<file path="config.mk">
export PLATFORM = sky130hd
export DESIGN_NAME = pdr_mul
export DESIGN_NICKNAME = d
export VERILOG_FILES = /design/src/rtl/core/pdr_pkg.sv /design/src/rtl/core/pdr_mul.sv
export SDC_FILE = /design/constraint.sdc
export NUM_CORES = 2
export LEC_CHECK = 0
export BUFFER_PORTS_ARGS = -buffer_cell sky130_fd_sc_hd__buf_2
export CAP_MARGIN = 10
export CORE_ASPECT_RATIO = 0.75
export CORE_UTILIZATION = 40
export DETAILED_ROUTE_END_ITERATION = 8
export SLEW_MARGIN = 20
export SYNTH_ARGS = -nofsm -noshare
export SYNTH_HDL_FRONTEND = slang
export SYNTH_SLANG_ARGS = --single-unit
export TNS_END_PERCENT = 1
</file>
<file path="constraint.sdc">
create_clock -name clk_i -period 29.6 [get_ports clk_i]
set_clock_uncertainty 0.1 [all_clocks]
set_input_delay 5.92 -clock clk_i [delete_from_list [all_inputs] [get_ports clk_i]]
set_output_delay 5.92 -clock clk_i [all_outputs]
set_load 0.005 [all_outputs]
</file>
<file path="src/rtl/core/pdr_pkg.sv">
`default_nettype none
package pdr_pkg;

  localparam int unsigned FRAC_BITS = 16;
  localparam int unsigned WORD_W = 32;
  localparam int unsigned PROD_W = 2 * WORD_W;
  // determinant and cofactor accumulation width: three fixed-point products
  localparam int unsigned DET_W = PROD_W - FRAC_BITS + 2;
  localparam int unsigned NUM_W = DET_W;
  localparam int unsigned DEN_W = DET_W;
  localparam int unsigned CNT_W = $clog2(NUM_W + 1);

  localparam logic REG_MODE = 1'b0;
  localparam logic REG_ITER = 1'b1;

  typedef logic signed [WORD_W-1:0] word_t;
  typedef logic signed [DET_W-1:0] det_t;

  typedef enum logic [4:0] {
    S_IDLE,
    S_LDA,
    S_MUL,
    S_ACC,
    S_DMUL,
    S_DACC,
    S_DCHK,
    S_DIV,
    S_DWAIT,
    S_CMUL0,
    S_CMUL1,
    S_CDET,
    S_CCHK,
    S_CSQ0,
    S_CSQ1,
    S_CSQS,
    S_CSQW,
    S_CDIV,
    S_CDW,
    S_DONE
  } state_e;

  // operand pairs for the cofactors, two products per cofactor
  localparam logic [3:0] COF_A [18] = '{
    4'd4, 4'd5, 4'd5, 4'd3, 4'd3, 4'd4, 4'd2, 4'd1, 4'd0,
    4'd2, 4'd1, 4'd0, 4'd1, 4'd2, 4'd2, 4'd0, 4'd0, 4'd1
  };
  localparam logic [3:0] COF_B [18] = '{
    4'd8, 4'd7, 4'd6, 4'd8, 4'd7, 4'd6, 4'd7, 4'd8, 4'd8,
    4'd6, 4'd6, 4'd7, 4'd5, 4'd4, 4'd3, 4'd5, 4'd4, 4'd3
  };

  // clamp a wide signed value to one word
  function automatic word_t sat_word(input det_t v);
    word_t res;
    if (&v[DET_W-1:WORD_W-1] || ~|v[DET_W-1:WORD_W-1]) begin
      res = v[WORD_W-1:0];
    end else if (v[DET_W-1]) begin
      res = {1'b1, {(WORD_W-1){1'b0}}};
    end else begin
      res = {1'b0, {(WORD_W-1){1'b1}}};
    end
    return res;
  endfunction

endpackage
`default_nettype wire

</file>
<file path="src/rtl/core/pdr_mul.sv">
`default_nettype none
module pdr_mul (
  input  wire logic                               clk_i,
  input  wire logic signed [pdr_pkg::WORD_W-1:0]  a_i,
  input  wire logic signed [pdr_pkg::WORD_W-1:0]  b_i,
  output logic signed [pdr_pkg::PROD_W-1:0]       p_o
);

  logic signed [pdr_pkg::PROD_W-1:0] p_q;
  logic signed [pdr_pkg::PROD_W-1:0] p_d;

  assign p_d = pdr_pkg::PROD_W'(a_i) * pdr_pkg::PROD_W'(b_i);

  always_ff @(posedge clk_i) begin
    p_q <= p_d;
  end

  assign p_o = p_q;

endmodule
`default_nettype wire

</file>
==> out/results.tsv <==
metric	value	unit
first-pass GRT wire length	170.2	mm
startpoint types	primary input	
CTS tree	built	
number of flip-flops in the largest register	64	
asr flop ratio synth	0	%
DRT Wirelength	105.2	mm
setup TNS	0	ns
DRC violations left	8	
CTS Root Cell	clkbuf_16	
GRT Total Usage	23.69	%
Hold Violations, Final	0	
CP endpoint kind	flip-flop	
proportion of netlist area held by the largest area contributor	57.55	%
Max Cap Viol	0	
Final Cycle Share	46.82	%
Slew HR	35.77	%
Placeable Area	0.09333	sq mm
grt total ovfl	0	
CTS Hold Bufs	0	
failing checks	design-rule violations	
Chip Height	267.7	um
Avg WL per Cell	20.48	um
Synth area leader	fa_1	
most frequent cell after synthesis	fa_1	
number of synthesis warnings	0	
synth cell count leaders	fa_1, inv_1, nand2_1	
vias in the first global route	27673	
H-tree levels	3	
Min-Delay Path Class	primary input to flip-flop	
Synth Instances	3949	
Max Fclk	0.07216	GHz
FF+latch count, synth	64	
Detailed Place HPWL	86.93	mm
ys flop type	dfxtp_1	
EDFF count, synth	0	
setup slack at placement	15.33	ns
Worst Setup EP	p_o[63]	
max incr delay on CP	0.79	ns
clock transition at the registers of the reported paths	0.06	ns
# rows	97	
most frequent CP cell	fa_1	
Slowest cell on crit path	fa_1	
first-pass detailed-route iteration total	9	
DIE AREA	0.09534	sq mm
final worst slack	15.74	ns
postcts setup bufs	0	
Worst Setup SP	a_i[31]	
status	complete, but fails checks	
io pins	129	
Critical Path AT	14.00	ns
Tmin final	13.86	ns
antenna-violating nets left	0	
Sink Count	64	
synthesized area	0.03764	sq mm
Req. time, crit path	29.74	ns
Die Wd	356.2	um
highest fanout seen on the critical path	32	
Distinct cells, synth	70	
Area Overhead vs Synth	4.870	%
initial antenna violation count	5	
Inserted Clock Buffers	9	
synth top area cells	fa_1, inv_1, and2_1	
Starting Density	40.33	%
worst-margin pin slew	0.9635	ns
post-CTS sizing	0	
syn nets	5280	
Mean Syn Cell Area	9.531	sq um
Fin Hold WS	6.024	ns
vias per cell	4.992	
register area share after synthesis	3.404	%
Setup CP Type	primary input to flip-flop	
share of layout cells above drive strength 1	5.204	%
largest net degree at the start of global routing	33	
RePlAce Congestion	0.9060	
RSZ-0062 raised after global routing	false	
drt initial violations	1907	
final setup vio count	0	
IO Port Bufs	128	
Final nets	5227	
Longest Clk Path Bufs	2	
Vias	25658	
max-slew violations	0	
## cell families after synthesis
| group | share of synthesized area (%) |
|---|---|
| AO/OA/AOI/OAI | 3.843 |
| XOR/XNOR | 1.722 |
| adder cells (fa/ha/maj) | 63.67 |
| buffers and inverters | 11.66 |
| flip-flops | 3.404 |
| AND/OR/NAND/NOR | 15.71 |
## placed cells by master (no fill, tap or decap), types with 4 or more instances in the layout
cell type	count
a211o_1	5
a211oi_2	4
a21o_1	33
a21oi_1	63
a21oi_2	5
a31oi_1	5
and2_1	513
and3_1	9
buf_2	128
buf_4	22
clkbuf_16	9
dfxtp_1	64
fa_1	1082
ha_1	184
inv_1	949
nand2_1	524
nand2b_1	13
nand3_1	17
nand4_1	11
nor2_1	61
nor2b_1	8
nor3_1	7
o211ai_1	5
o21a_1	4
o21ai_0	36
o21bai_1	4
xnor2_1	52
xor2_1	22
## per-layer routing
metal	routed length, um	track usage [%]
met1	50440	37.36
met5	51	0
met4	929	2.761
met2	39260	29.93
met3	14570	10.16
## metrics by stage
step / util [%] / std cells / area (sq um)
2_1_floorplan: - / 3949 / 37640
3_3_place_gp: 41.97 / 5122 / 39170
3_5_place_dp: 41.97 / 5122 / 39170
4_1_cts: 42.29 / 5138 / 39470
5_1_grt: 42.29 / 5138 / 39470
6_report: 42.29 / 5140 / 39470
## final cells by class
cell class              count  area, sq um
fillers                  9039        53860
multi-input cells        2722        31970
inverters                 949         3562
well taps                1237         1548
flip-flops and latches     64         1281
repair buffers            150        805.8
clock buffers              11        242.7
clock inverters             5        56.30
diodes                      2        5.005
## worst min-delay path by stage
stage / startpoint / endpoint / slack, ns / cells past startpoint
floorplan: b_i[0] / p_o[0] / 5.95 / 1
global placement: p_o[20] / p_o[20] / 6.20 / 1
detailed placement: p_o[20] / p_o[20] / 6.19 / 1
CTS: b_i[0] / p_o[0] / 6.01 / 3
global route: b_i[0] / p_o[0] / 6.04 / 3
finish: b_i[0] / p_o[0] / 6.02 / 3
## critical path, delay by kind of cell
kind / cells / cell delay (ns)
AOI/OAI and AO/OA: 4 / 0.68
adders and majority gates: 9 / 4.62
xor gates and xnor gates: 1 / 0.11
buffers and inverters: 8 / 1.59
and+or+nand+nor: 4 / 1.03
Power is not shown: default switching activity piles up to over one toggle a cycle in this logic, so the estimate is an artifact.
