==> config.mk <==
export PLATFORM = sky130hd
export DESIGN_NAME = pdr_div
export DESIGN_NICKNAME = d
export VERILOG_FILES = /design/src/rtl/core/pdr_pkg.sv /design/src/rtl/core/pdr_div.sv
export SDC_FILE = /design/constraint.sdc
export NUM_CORES = 1
export LEC_CHECK = 0
export ABC_AREA = 0
export BUFFER_PORTS_ARGS = -buffer_cell sky130_fd_sc_hd__buf_2
export CORE_MARGIN = 5
export CORE_UTILIZATION = 55
export DETAILED_ROUTE_END_ITERATION = 10
export PLACE_DENSITY = 0.82
export SLEW_MARGIN = 20
export SYNTH_ARGS = -nofsm -noshare
export SYNTH_HDL_FRONTEND = slang
export SYNTH_SLANG_ARGS = --single-unit
==> constraint.sdc <==
create_clock -name clk_i -period 4.45 [get_ports clk_i]
set_input_delay 1.1125 -clock clk_i [delete_from_list [all_inputs] [get_ports clk_i]]
set_output_delay 1.1125 -clock clk_i [all_outputs]
set_load 0.01 [all_outputs]
==> src/rtl/core/pdr_pkg.sv <==
`default_nettype none
package pdr_pkg;

  localparam int unsigned FRAC_BITS = 16;
  localparam int unsigned WORD_W = 32;
  localparam int unsigned PROD_W = 2 * WORD_W;
  // determinant and cofactor accumulation width: three fixed-point products
  localparam int unsigned DET_W = PROD_W - FRAC_BITS + 2;
  localparam int unsigned NUM_W = DET_W;
  localparam int unsigned DEN_W = DET_W;
  localparam int unsigned CNT_W = $clog2(NUM_W + 1);

  localparam logic REG_MODE = 1'b0;
  localparam logic REG_ITER = 1'b1;

  typedef logic signed [WORD_W-1:0] word_t;
  typedef logic signed [DET_W-1:0] det_t;

  typedef enum logic [4:0] {
    S_IDLE,
    S_LDA,
    S_MUL,
    S_ACC,
    S_DMUL,
    S_DACC,
    S_DCHK,
    S_DIV,
    S_DWAIT,
    S_CMUL0,
    S_CMUL1,
    S_CDET,
    S_CCHK,
    S_CSQ0,
    S_CSQ1,
    S_CSQS,
    S_CSQW,
    S_CDIV,
    S_CDW,
    S_DONE
  } state_e;

  // operand pairs for the cofactors, two products per cofactor
  localparam logic [3:0] COF_A [18] = '{
    4'd4, 4'd5, 4'd5, 4'd3, 4'd3, 4'd4, 4'd2, 4'd1, 4'd0,
    4'd2, 4'd1, 4'd0, 4'd1, 4'd2, 4'd2, 4'd0, 4'd0, 4'd1
  };
  localparam logic [3:0] COF_B [18] = '{
    4'd8, 4'd7, 4'd6, 4'd8, 4'd7, 4'd6, 4'd7, 4'd8, 4'd8,
    4'd6, 4'd6, 4'd7, 4'd5, 4'd4, 4'd3, 4'd5, 4'd4, 4'd3
  };

  // clamp a wide signed value to one word
  function automatic word_t sat_word(input det_t v);
    word_t res;
    if (&v[DET_W-1:WORD_W-1] || ~|v[DET_W-1:WORD_W-1]) begin
      res = v[WORD_W-1:0];
    end else if (v[DET_W-1]) begin
      res = {1'b1, {(WORD_W-1){1'b0}}};
    end else begin
      res = {1'b0, {(WORD_W-1){1'b1}}};
    end
    return res;
  endfunction

endpackage
`default_nettype wire

==> src/rtl/core/pdr_div.sv <==
`default_nettype none
module pdr_div (
  input  wire logic                              clk_i,
  input  wire logic                              rst_ni,
  input  wire logic                              start_i,
  input  wire logic signed [pdr_pkg::NUM_W-1:0]  num_i,
  input  wire logic signed [pdr_pkg::DEN_W-1:0]  den_i,
  output logic                                   done_o,
  output logic signed [pdr_pkg::WORD_W-1:0]      quo_o
);

  localparam int unsigned NW = pdr_pkg::NUM_W;
  localparam int unsigned DW = pdr_pkg::DEN_W;
  localparam int unsigned CW = pdr_pkg::CNT_W;
  localparam int unsigned WW = pdr_pkg::WORD_W;

  logic          run_q, run_d;
  logic          done_q, done_d;
  logic [CW-1:0] cnt_q, cnt_d;
  logic [DW:0]   rem_q, rem_d;
  logic [NW-1:0] nsh_q, nsh_d;
  logic [NW-1:0] quo_q, quo_d;
  logic [DW-1:0] dmag_q, dmag_d;
  logic          neg_q, neg_d;
  logic [DW:0]   rem_sh;
  logic [NW-1:0] mag_lim;

  always_comb begin
    run_d  = run_q;
    done_d = 1'b0;
    cnt_d  = cnt_q;
    rem_d  = rem_q;
    nsh_d  = nsh_q;
    quo_d  = quo_q;
    dmag_d = dmag_q;
    neg_d  = neg_q;
    rem_sh = {rem_q[DW-1:0], nsh_q[NW-1]};
    if (start_i) begin
      run_d  = 1'b1;
      cnt_d  = CW'(NW);
      rem_d  = '0;
      quo_d  = '0;
      nsh_d  = num_i[NW-1] ? NW'(-num_i) : NW'(num_i);
      dmag_d = den_i[DW-1] ? DW'(-den_i) : DW'(den_i);
      neg_d  = num_i[NW-1] ^ den_i[DW-1];
    end else if (run_q) begin
      // one quotient bit per cycle, restoring
      if (rem_sh >= {1'b0, dmag_q}) begin
        rem_d = rem_sh - {1'b0, dmag_q};
        quo_d = {quo_q[NW-2:0], 1'b1};
      end else begin
        rem_d = rem_sh;
        quo_d = {quo_q[NW-2:0], 1'b0};
      end
      nsh_d = {nsh_q[NW-2:0], 1'b0};
      cnt_d = cnt_q - 1'b1;
      if (cnt_q == CW'(1)) begin
        run_d  = 1'b0;
        done_d = 1'b1;
      end
    end
  end

  always_ff @(posedge clk_i or negedge rst_ni) begin
    if (!rst_ni) begin
      run_q  <= 1'b0;
      done_q <= 1'b0;
      cnt_q  <= '0;
    end else begin
      run_q  <= run_d;
      done_q <= done_d;
      cnt_q  <= cnt_d;
    end
  end

  always_ff @(posedge clk_i) begin
    rem_q  <= rem_d;
    nsh_q  <= nsh_d;
    quo_q  <= quo_d;
    dmag_q <= dmag_d;
    neg_q  <= neg_d;
  end

  assign mag_lim = NW'({1'b1, {(WW-1){1'b0}}});

  // truncate toward zero, then clamp to one word
  always_comb begin
    if (neg_q) begin
      quo_o = (quo_q > mag_lim) ? {1'b1, {(WW-1){1'b0}}} : WW'(-quo_q);
    end else begin
      quo_o = (quo_q >= mag_lim) ? {1'b0, {(WW-1){1'b1}}} : quo_q[WW-1:0];
    end
  end

  assign done_o = done_q;

endmodule
`default_nettype wire

==> key figures <==
Placed design
  • Gp weighted congestion: 0.9413
  • DP Wirelength: 26140 um
  • Placed cells: between 2000 and 2500
  • Buffers added on ports: between 100 and 150
  • Worst slack, placed: -0.08800 ns

Clocking
  • CTS root buf: clkbuf_16
  • Cts hold-fix bufs: 0
  • Clk buf depth: 3
  • Worst-path clk slew: 0.06 ns
  • Clk sinks: around 210
  • Total CTS buffers: 23
  • CTS tree: done
  • Htree depth: 1
  • Clock Latency Late Sink: 0.54 ns

Floorplanning
  • I/O pins: around 140
  • Initial Util: 56.06%
  • Rows: a little under 60
  • Die ar.: 29050 um2
  • CORE AREA: 25250 um2
  • Die width: 170.4 um
  • Overall die height: about 170 um

Layout
  • Layout cell share with drive strength beyond 1: 19.29%
  • Post-layout util: 66.36%
  • FILL cells: 1982
  • Final non-filler cell total: 2159
  • Area growth syn-to-layout: 18.37%
  • Final net count: 1967

Timing
  • Final WS setup: -0.6173 ns
  • Slew HR: between 30% and 40%
  • Final hold vios: 0
  • RSZ-0062 raised after global routing: yes
  • Max-slew violation count: 0
  • Slew @ Worst Pin: between 1 and 1.5 ns
  • Hold WS: about 0.42 ns
  • Clock Skew: 0.01952 ns
  • Setup violation total in the final timing report: 32
  • Final Critical Period: 5.067 ns
  • Fin crit share: 113.9%
  • Max Fclk: 0.1973 GHz

Routing
  • Vias per std cell: 6.288
  • Final WL: about 40000 um
  • Initial DRC Count: 1488
  • DRC viols: 0
  • Detailed-route via count: around 14000
  • WL per Instance: 18.84 um
  • First-pass iteration count of the detailed router: 5
  • Post-DRT Antenna Nets: 0

Critical path
  • Worst setup SP type: flop
  • Crit path DAT: 3.95 ns
  • CP endpoint kind: output pin
  • Worst-path fanout max: 4
  • Critical path type: flop to output pin
  • Critical path required time: 3.34 ns

Global routing
  • Grt ovf: 0
  • First-pass GRT wire length: between 60000 and 70000 um
  • Largest net degree at the start of global routing: about 150
  • GRT Total Usage: 26.71%
  • Vias in the first global route: 12950
  • Initial antenna violation count: 6

Yosys
  • Syn Area/Cell: 8.529 um2
  • Number of synthesized flops with an enable pin: 101
  • Sequential-to-total area share from yosys stat: 36.98%
  • Area contributors post-synth: edfxtp_1, dfxtp_1, nor2_1, nand2_1, ha_1
  • Synthesized cell area: about 14000 um2
  • Synth unique cells: 74
  • Synth area leader: edfxtp_1
  • Synth Flop Type: edfxtp_1
  • Synthesized flop and latch total: ~210
  • Syn Inst Count: 1660
  • Synth top area share: 21.42%
  • Fraction of registers with async set/reset: 3.828%
  • Ys Warns: 0
  • Synth Net Count: approximately 1800

Status
  • Failing checks: setup timing
  • Run status: finished, violations left

Pwr
  • Worst vdd ir: 0.0003221 V
  • Leakage: 7.255 nW
  • P per Cell Area: approximately 520 nW/um2

Min path
  • Hold Path Class: primary input to async pin

Flow run
  • Max_cap viols: 0
[timing repair]
| action | CTS | global route |
|---|---|---|
| buffers inserted | 37 | 7 |
| endpoints found under the setup margin | 32 | 32 |
| gates cloned | 1 | 0 |
| resized for setup | 96 | 31 |
| pin swaps | 19 | 12 |
[power by group]
group / switching [mW] / leakage (nW) / internal (mW)
combinational: 2.46 / 4.99 / 1.79
sequential: 0.232 / 1.92 / 2.37
clock: 0.818 / 0.355 / 1.07
[placed cells by master, fill, tap and decap left out, types with 13 or more instances in the layout]
| cell type | netlist | layout |
|---|---|---|
| a21o_1 | 27 | 27 |
| a21oi_1 | 111 | 110 |
| a311oi_1 | 41 | 41 |
| buf_2 | 2 | 134 |
| buf_4 | 0 | 70 |
| clkbuf_16 | 0 | 23 |
| dfxtp_1 | 100 | 95 |
| edfxtp_1 | 101 | 101 |
| ha_1 | 55 | 54 |
| inv_1 | 83 | 80 |
| mux2i_1 | 50 | 50 |
| nand2_1 | 184 | 180 |
| nand2b_1 | 16 | 16 |
| nand3_1 | 25 | 25 |
| nand4_1 | 13 | 13 |
| nor2_1 | 191 | 190 |
| nor3_1 | 28 | 23 |
| nor4_1 | 14 | 13 |
| o21ai_0 | 86 | 71 |
| o21ai_1 | 1 | 13 |
| o311ai_2 | 0 | 13 |
| o31ai_1 | 36 | 32 |
| or3_1 | 22 | 19 |
| or4_1 | 23 | 17 |
| xnor2_1 | 75 | 75 |
| xor2_1 | 68 | 68 |
[through the flow]
| stage | area [um2] | TNS [ns] | power (mW) |
|---|---|---|---|
| floorplan | 14160 | 0 | 5.239 |
| global placement | 15240 | -0.2315 | 6.119 |
| detailed placement | 15240 | -0.9191 | 6.208 |
| CTS | 16570 | -3.412 | 8.479 |
| global route | 16760 | -17.21 | 9.293 |
| finish | 16760 | -15.56 | 8.744 |
[per-layer routing]
layer	up-vias	part of all wire [%]	GRT usage, %	routed length (um)
met4	6	5.1	10.66	2077
met5	-	0.081	0	33
li1	6339	-	-	-
met3	195	8.1	4.530	3292
met1	6361	41	34.73	16520
met2	674	46	44.45	18750
[cell type report]
cell class              instances  area, um2  area share (%)
clock buffers                  28      594.3           3.546
inverters                      83      311.5           1.859
well taps                     330      412.9           2.464
diodes                          4      10.01         0.05973
multi-input cells            1272       8656           51.65
clock inverters                14      131.4          0.7839
repair buffers                219       1398           8.340
flip-flops and latches        209       5245           31.30
[final timing paths]
kind	from	endpoint	slack [ns]	depth (start not counted)
max reg2reg	dmag_q[6]	rem_q[17]	0.52	12
max	quo_q[8]	quo_o[3]	-0.62	13
min	rst_ni	cnt_q[4]	0.42	1
min reg2reg	rem_q[25]	rem_q[26]	0.50	2
max in group asynchronous	rst_ni	run_q	3.83	1
min in group clk_i	rem_q[25]	rem_q[26]	0.50	2
[flip-flops by register name (all words and copies together), names as in the netlist]
signal,flops
dmag_q,50
cnt_q,6
neg_q,1
rem_q,50
quo_q,50
nsh_q,50
run_q,1
done_o,1
[worst max-delay path, stage by stage (launching register included)]
cell,delay (ns)
dfxtp_2,0.32
or4_4,0.55
buf_6,0.15
nor4_4,0.26
buf_4,0.17
nand4b_1,0.19
nor3_2,0.28
nand4b_1,0.20
o31a_4,0.36
buf_6,0.15
o31ai_2,0.37
nand2_1,0.13
o311ai_2,0.10
buf_2,0.19
[logic make-up after synthesis]
family	synth area share [%]
compound gates	20.69
xor+xnor	8.847
fa+ha+maj	5.002
buf+inv	4.817
flops	36.98
mux	3.694
simple gates	19.97
[Yosys cell counts, types with 4 or more instances]
cell type	number
clkbuf_1	85
or3_1	22
o41ai_1	11
nand2_1	184
buf_1	8
nor3_1	28
and4_1	6
a211o_1	4
a211oi_1	10
nand4_1	13
a221oi_1	4
a31oi_1	8
and3_1	12
o21bai_1	7
nand2b_1	16
o31ai_2	5
ha_1	55
a311oi_1	41
o311ai_0	26
mux2i_1	50
a21o_1	27
nand3_1	25
xnor2_1	75
nor3b_1	6
nor2b_1	6
a21boi_0	7
xor2_1	68
or2_2	9
a21oi_1	111
dfxtp_1	100
o211ai_1	6
nor4_1	14
nand3b_1	4
o31ai_1	36
o21ai_0	86
or3_4	4
dfrtp_1	8
nor2_1	191
and2_1	12
inv_1	83
edfxtp_1	101
or4_1	23
a31o_2	5
o21a_1	8
(Power assumes the default switching activity.)
