===== src/rtl/core/pdr_sqrt.sv =====
`default_nettype none
module pdr_sqrt (
  input  wire logic        clk_i,
  input  wire logic        rst_ni,
  input  wire logic        start_i,
  input  wire logic [63:0] x_i,
  output logic             done_o,
  output logic [31:0]      root_o
);

  logic        run_q, run_d;
  logic        done_q, done_d;
  logic [5:0]  cnt_q, cnt_d;
  logic [63:0] x_q, x_d;
  logic [33:0] rem_q, rem_d;
  logic [31:0] root_q, root_d;
  logic [33:0] rem_sh;
  logic [33:0] trial;

  always_comb begin
    run_d  = run_q;
    done_d = 1'b0;
    cnt_d  = cnt_q;
    x_d    = x_q;
    rem_d  = rem_q;
    root_d = root_q;
    rem_sh = {rem_q[31:0], x_q[63:62]};
    trial  = {root_q, 2'b01};
    if (start_i) begin
      run_d  = 1'b1;
      cnt_d  = 6'd32;
      x_d    = x_i;
      rem_d  = '0;
      root_d = '0;
    end else if (run_q) begin
      // two radicand bits per cycle, one root bit
      if (rem_sh >= trial) begin
        rem_d  = rem_sh - trial;
        root_d = {root_q[30:0], 1'b1};
      end else begin
        rem_d  = rem_sh;
        root_d = {root_q[30:0], 1'b0};
      end
      x_d   = {x_q[61:0], 2'b00};
      cnt_d = cnt_q - 1'b1;
      if (cnt_q == 6'd1) begin
        run_d  = 1'b0;
        done_d = 1'b1;
      end
    end
  end

  always_ff @(posedge clk_i or negedge rst_ni) begin
    if (!rst_ni) begin
      run_q  <= 1'b0;
      done_q <= 1'b0;
      cnt_q  <= '0;
    end else begin
      run_q  <= run_d;
      done_q <= done_d;
      cnt_q  <= cnt_d;
    end
  end

  always_ff @(posedge clk_i) begin
    x_q    <= x_d;
    rem_q  <= rem_d;
    root_q <= root_d;
  end

  assign done_o = done_q;
  assign root_o = root_q;

endmodule
`default_nettype wire


===== config.mk =====
export PLATFORM = sky130hd
export DESIGN_NAME = pdr_sqrt
export DESIGN_NICKNAME = d
export VERILOG_FILES = /design/src/rtl/core/pdr_sqrt.sv
export SDC_FILE = /design/constraint.sdc
export NUM_CORES = 1
export LEC_CHECK = 0
export BUFFER_PORTS_ARGS = -buffer_cell sky130_fd_sc_hd__buf_4
export CAP_MARGIN = 20
export CORE_MARGIN = 4
export CORE_UTILIZATION = 50
export CTS_CLUSTER_DIAMETER = 60
export DETAILED_ROUTE_END_ITERATION = 6
export GPL_ROUTABILITY_DRIVEN = 1
export HOLD_SLACK_MARGIN = 0.1
export PLACE_DENSITY = 0.74
export SETUP_SLACK_MARGIN = 0.05
export SYNTH_ARGS = -nofsm -noshare
export SYNTH_HDL_FRONTEND = slang
export SYNTH_SLANG_ARGS = --single-unit

===== constraint.sdc =====
create_clock -name clk_i -period 3.78 [get_ports clk_i]
set_input_delay 0.567 -clock clk_i [delete_from_list [all_inputs] [get_ports clk_i]]
set_output_delay 0.567 -clock clk_i [all_outputs]
set_load 0.005 [all_outputs]

==> impl_metrics.env, run 1 <==
export IMPL_cap_violations=0
export IMPL_fin_crit_sh_pct=87.6
export IMPL_fin_area_mm2=0.00881
export IMPL_dpl_cell_area_mm2=0.00825
export IMPL_postRouteAntennaNets=0
export IMPL_drcViolationCount=0
export IMPL_fin_crit_ns=3.31
export IMPL_grt_total_usage_pct=19.4
export IMPL_ys_ff_latch=136
export IMPL_post_drt_wl_per_cell_um=15.8
export IMPL_vias=5615
export IMPL_yosys_warnings=0
export IMPL_gp_congestion=0.922
export IMPL_worstSetupPathType="register to register"
export IMPL_status="finished, final reports clean"
export IMPL_tightestPinTransition_ns=0.761
export IMPL_setup_viol=0
export IMPL_synth_yosys_seq_area_share_pct=46.2
export IMPL_syn_avg_cell_area_um2=10.2
export IMPL_cts_buffers_inserted=17
export IMPL_yosysMostFrequentCell="nor2_1"
export IMPL_cts_resized=0
export IMPL_yosysTopAreaCell="edfxtp_1"
export IMPL_ir_worst_vdd_uv=520
export IMPL_slew_headroom_pct=49.3
export IMPL_path_cells="inv_1 -> ha_1 -> a2111oi_0 -> o21ai_1 -> o311ai_0 -> a21oi_2 -> o211ai_2 -> nand3_2 -> a21oi_2 -> buf_4 -> nand2_1 -> a311oi_1"
export IMPL_fillCellCount=1207
export IMPL_synth_area_leaders="edfxtp_1 (26%), dfxtp_1 (17%), mux2_2 (9.5%), ha_1 (6.1%), mux2i_1 (4.6%)"
export IMPL_synthDistinctLibCells=62
export IMPL_drt_iter0_drc=401
export IMPL_area_delta_synth_final_pct=19.5
export IMPL_dr_pass1_iters=7
export IMPL_register_area_mm2=0.00341
export IMPL_grt_ovfl_total=0
export IMPL_worstSkewPairLatency_ns=0.42
export IMPL_fmax_ghz=0.302
export IMPL_drv_slew=0
export IMPL_cpMaxStageDelayCell="a2111oi_0"
export IMPL_syn_num_nets=828
export IMPL_cts_tree="yes"
export IMPL_die_h_um=129
export IMPL_max_stage_delay_ns=0.39
export IMPL_drive_gt1_share_pct=26.0
export IMPL_clock_path_buffers=2
export IMPL_synth_top_area_share_pct=26.1
export IMPL_die_area_mm2=0.0168
export IMPL_end_kind="register"
export IMPL_rsz0062_at_grt="no"
export IMPL_initial_core_util_pct=50.9
export IMPL_skew_ns=0.00660
export IMPL_die_w_um=129
export IMPL_synth_commonest_cells="nor2_1 (85), nand2_1 (72), dfxtp_1 (64), edfxtp_1 (64), mux2_2 (62)"
export IMPL_antenna_found_initial=0
export IMPL_grt_pass1_wl_um=26200
export IMPL_hold_viol_final=0
export IMPL_syn_cell_area_mm2=0.00737
export IMPL_h_tree_depth=4
export IMPL_min_path_type="input port to register"
export IMPL_ys_flop_type="edfxtp_1"
export IMPL_multi_input_area_mm2=0.00363
export IMPL_grt_pass1_vias=5596
export IMPL_numClockSinks=136
export IMPL_synth_edff_count=64
export IMPL_coreArea_mm2=0.0145
export IMPL_rrSetupSlack_ns=0.47
export IMPL_grt_max_degree=71
export IMPL_wirelength_um=16000
export IMPL_cp_common_cell="a21oi_2"
export IMPL_power_density_mw_per_mm2=746
export IMPL_pin_count=100
export IMPL_fin_total_pwr_mw=6.57
export IMPL_n_antenna_cell=0
export IMPL_final_core_utilization_pct=60.8
export IMPL_nets=919
export IMPL_p_leak_nw=3.83
export IMPL_clk_pin_slew_ns=0.06
export IMPL_crit_arrival_ns=3.63
export IMPL_critPathLaunchType="register"
export IMPL_hpwl_um=11300
export IMPL_required_ns=4.10
export IMPL_async_reset_ff_share_pct=5.88
export IMPL_root_buffer="clkbuf_16"
export IMPL_viasPerCell=5.55
export IMPL_hold_slack_ns=0.431
export IMPL_syn_inst=725
export IMPL_port_buffers=99
export IMPL_num_rows=44
export IMPL_critPathMaxFanout=24
export IMPL_final_setup_tns_ns=0
## report_power, final
| part | internal [mW] | switching, mW | leakage, nW |
|---|---|---|---|
| combinational | 1.30 | 1.70 | 2.27 |
| sequential | 1.83 | 0.179 | 1.30 |
| clock | 0.908 | 0.649 | 0.265 |
## placed cells by master, fill, tap and decap left out, types with 12 or more instances in the layout
master,count
buf_4,107
nor2_1,85
nand2_1,72
dfxtp_1,64
edfxtp_1,64
mux2_2,62
inv_1,45
ha_1,36
mux2i_1,34
a21oi_1,28
o21ai_0,21
a311oi_1,18
clkbuf_16,17
xor2_1,15
xnor2_1,14
a21o_1,12
## critical path: cells and delay by family, from the launching register on
| family | cells | cell delay (ns) |
|---|---|---|
| AOI/OAI and AO/OA | 7 | 1.80 |
| buffers and inverters | 2 | 0.44 |
| DFF | 1 | 0.38 |
| adders and majority gates | 1 | 0.37 |
| and+or+nand+nor | 2 | 0.20 |
## logic make-up (layout without fill, tap and decap cells)
family                     Yosys count  in the layout  share of synthesized area, %
muxes                               96             96                          14.1
and+or+nand+nor                    210            210                          12.5
adders and majority gates           36             36                          6.11
buffers and inverters               82            185                          4.56
xor gates and xnor gates            29             29                          3.44
AOI/OAI and AO/OA                  136            136                          13.2
DFF                                136            136                          46.2
## sequential cells by signal, summed over array words and instances (netlist names)
| signal | cells |
|---|---|
| cnt_q | 6 |
| done_o | 1 |
| rem_q | 32 |
| root_o | 32 |
| run_q | 1 |
| x_q | 64 |
## per-layer routing
| metal | global-route usage, % | vias to the layer above | routed length, µm |
|---|---|---|---|
| li1 | - | 2785 | - |
| met1 | 24.1 | 2664 | 6940 |
| met2 | 31.2 | 141 | 7670 |
| met3 | 7.30 | 25 | 1060 |
| met4 | 7.03 | 0 | 279 |
| met5 | 0 | - | 0 |
## area by class of cell
type / count / area share (%)
clock inverter: 13 / 1.41
sequential: 136 / 38.7
inverter: 46 / 1.96
tap: 184 / 2.61
timing repair buffer: 108 / 9.23
clock buffer: 18 / 4.87
multi-input combinational: 507 / 41.2
## metrics by stage
stage / setup slack [ns] / cells
2_1_floorplan: 0.875 / 725
3_3_place_gp: 0.587 / 980
3_5_place_dp: 0.459 / 980
4_1_cts: 0.457 / 1012
5_1_grt: 0.181 / 1012
6_report: 0.467 / 1012
## final timing paths
path	start	end	cells past startpoint
worst max-delay path	root_o[7]$_SDFFE_PP0P_	rem_q[16]$_SDFFE_PP0P_	12
worst min-delay path	x_i[1]	x_q[1]$_SDFFCE_PN0P_	2
worst max register to register	root_o[7]$_SDFFE_PP0P_	rem_q[16]$_SDFFE_PP0P_	12
worst min register to register	rem_q[0]$_SDFFE_PP0P_	rem_q[2]$_SDFFE_PP0P_	2
max in group asynchronous	rst_ni	run_q$_DFF_PN0_	2
min in group asynchronous	rst_ni	done_o$_DFF_PN0_	2
## what timing repair did
item | in CTS | in global routing
hold buffers | 1 | 0
endpoints found under the hold margin | 8 | 0
buffers inserted | 0 | 0
Power figures use the tool's default switching activity.
==> run 2, diff against run 1 <==
--- a/config.mk
+++ b/config.mk
@@ -7,13 +7,15 @@
 export LEC_CHECK = 0
 export BUFFER_PORTS_ARGS = -buffer_cell sky130_fd_sc_hd__buf_4
 export CAP_MARGIN = 20
+export CELL_PAD_IN_SITES_DETAIL_PLACEMENT = 0
+export CELL_PAD_IN_SITES_GLOBAL_PLACEMENT = 2
 export CORE_MARGIN = 4
-export CORE_UTILIZATION = 50
+export CORE_UTILIZATION = 37
 export CTS_CLUSTER_DIAMETER = 60
 export DETAILED_ROUTE_END_ITERATION = 6
 export GPL_ROUTABILITY_DRIVEN = 1
 export HOLD_SLACK_MARGIN = 0.1
-export PLACE_DENSITY = 0.74
+export PLACE_DENSITY = 0.83
 export SETUP_SLACK_MARGIN = 0.05
 export SYNTH_ARGS = -nofsm -noshare
 export SYNTH_HDL_FRONTEND = slang
==> impl_metrics.env, run 2 (synthesized netlist as in run 1, its figures left out) <==
export IMPL_status="finished, final reports clean"
export IMPL_initial_core_util_pct=37.8
export IMPL_critPathMaxFanout=23
export IMPL_cts_tree="yes"
export IMPL_wirelength_um=17100
export IMPL_num_rows=51
export IMPL_gp_congestion=0.817
export IMPL_ir_worst_vdd_uv=380
export IMPL_grt_max_degree=55
export IMPL_placedCellCount=1061
export IMPL_fin_cells=1094
export IMPL_antenna_found_initial=0
export IMPL_pin_count=100
export IMPL_setup_ws_ns=0.532
export IMPL_n_antenna_cell=0
export IMPL_vias=5543
export IMPL_worstSetupPathType="register to register"
export IMPL_coreArea_mm2=0.0195
export IMPL_min_path_type="input port to register"
export IMPL_final_setup_tns_ns=0
export IMPL_worstSkewPairLatency_ns=0.42
export IMPL_skew_ns=0.00818
export IMPL_hpwl_um=11900
export IMPL_cts_setup_buffers=0
export IMPL_area_delta_synth_final_pct=21.8
export IMPL_regMostFlops="x_q"
export IMPL_die_area_mm2=0.0223
export IMPL_max_stage_delay_ns=0.42
export IMPL_fin_total_pwr_mw=6.76
export IMPL_port_buffers=99
export IMPL_end_kind="register"
export IMPL_layout_common_cells="buf_4 (106), nor2_1 (85), nand2_1 (72), dfxtp_1 (64), edfxtp_1 (64)"
export IMPL_rsz0062_at_grt="no"
export IMPL_viasPerCell=5.07
export IMPL_slew_headroom_pct=55.0
export IMPL_postRouteAntennaNets=0
export IMPL_fillCellCount=1913
export IMPL_setup_viol=0
export IMPL_dr_pass1_iters=6
export IMPL_critical_path_buf_inv_count=2
export IMPL_die_h_um=149
export IMPL_root_buffer="clkbuf_16"
export IMPL_drv_slew=0
export IMPL_hold_slack_ns=0.430
export IMPL_tightestPinTransition_ns=0.675
export IMPL_drt_iter0_drc=253
export IMPL_cts_buffers_inserted=17
export IMPL_fin_crit_sh_pct=85.9
export IMPL_drive_gt1_share_pct=26.3
export IMPL_crit_family="simple AND/OR/NAND/NOR gates"
export IMPL_pre_cts_ws_ns=0.382
export IMPL_fmax_ghz=0.308
export IMPL_hold_viol_final=0
export IMPL_cpMaxStageDelayCell="or3b_1"
export IMPL_power_density_mw_per_mm2=753
export IMPL_path_cells="inv_1 -> ha_1 -> nand4_1 -> or3_1 -> a31o_1 -> a21oi_2 -> o211ai_2 -> nand3_2 -> a21oi_4 -> buf_4 -> or3b_1 -> a311oi_1"
export IMPL_crit_arrival_ns=3.58
export IMPL_critPathLaunchType="register"
export IMPL_die_w_um=149
export IMPL_drcViolationCount=0
export IMPL_required_ns=4.11
export IMPL_grt_pass1_vias=5673
export IMPL_grt_total_usage_pct=15.7
export IMPL_grt_pass1_wl_um=28200
export IMPL_largest_reg_flops=64
export IMPL_h_tree_depth=4
export IMPL_register_area_mm2=0.00341
export IMPL_numClockSinks=136
export IMPL_nets=919
export IMPL_clock_path_buffers=2
export IMPL_cap_violations=0
export IMPL_p_leak_nw=3.88
export IMPL_layout_commonest_cell="buf_4"
export IMPL_fin_crit_ns=3.25
export IMPL_grt_ovfl_total=0
export IMPL_clk_pin_slew_ns=0.07
export IMPL_post_drt_wl_per_cell_um=15.6
export IMPL_multi_input_area_mm2=0.00364
## run 2: cell count changes in the layout (fill, tap and decap cells not counted), sizes merged
| cell | previous run | this run |
|---|---|---|
| inv | 50 | 55 |
| clkinv | 6 | 5 |
| clkbuf | 18 | 17 |
| clkinvlp | 2 | 0 |
## run 2: worst paths after layout
kind | cells after the start | end | startpoint | slack, ns
hold reg to reg | 2 | rem_q[2]$_SDFFE_PP0P_ | rem_q[0]$_SDFFE_PP0P_ | 0.50
max in group asynchronous | 2 | run_q$_DFF_PN0_ | rst_ni | 3.14
setup reg to reg | 12 | rem_q[15]$_SDFFE_PP0P_ | root_o[4]$_SDFFE_PP0P_ | 0.53
hold / removal | 2 | x_q[0]$_SDFFCE_PN0P_ | x_i[0] | 0.43
min in group asynchronous | 2 | done_o$_DFF_PN0_ | rst_ni | 0.50
setup / recovery | 12 | rem_q[15]$_SDFFE_PP0P_ | root_o[4]$_SDFFE_PP0P_ | 0.53
## run 2: where the power goes
part           internal (mW)  switching [mW]  total [mW]
Combinational           1.32            1.73        3.05
Clock                  0.950           0.754        1.70
Sequential              1.83           0.177        2.01
## run 2: cell type report
| class | count | area share [%] |
|---|---|---|
| Multi-Input combinational cell | 507 | 40.5 |
| Sequential cell | 136 | 37.9 |
| Timing Repair Buffer | 108 | 9.19 |
| Clock buffer | 17 | 4.74 |
| Tap cell | 265 | 3.69 |
| Clock inverter | 15 | 1.99 |
| Inverter | 46 | 1.92 |
## run 2: stage by stage
step | utilization [%] | area, µm²
global route | 46.0 | 8980
floorplan | - | 7370
CTS | 46.0 | 8970
finish | 46.0 | 8980
detailed placement | 42.8 | 8360
global placement | 42.8 | 8360
## run 2: metal layers
layer  part of all wire (%)  global-route usage [%]  vias to the layer above
met5                      0                       0                        -
met4                    1.4                    5.22                        0
met3                    5.6                    4.95                       18
met2                     47                    24.7                       99
met1                     46                    20.7                     2640
li1                       -                       -                     2786
## run 2: timing repair
item / in CTS / in global routing
hold buffers: 1 / 0
endpoints found under the setup margin: 0 / 2
gates resized for setup: 0 / 1
endpoints found under the hold margin: 8 / 0
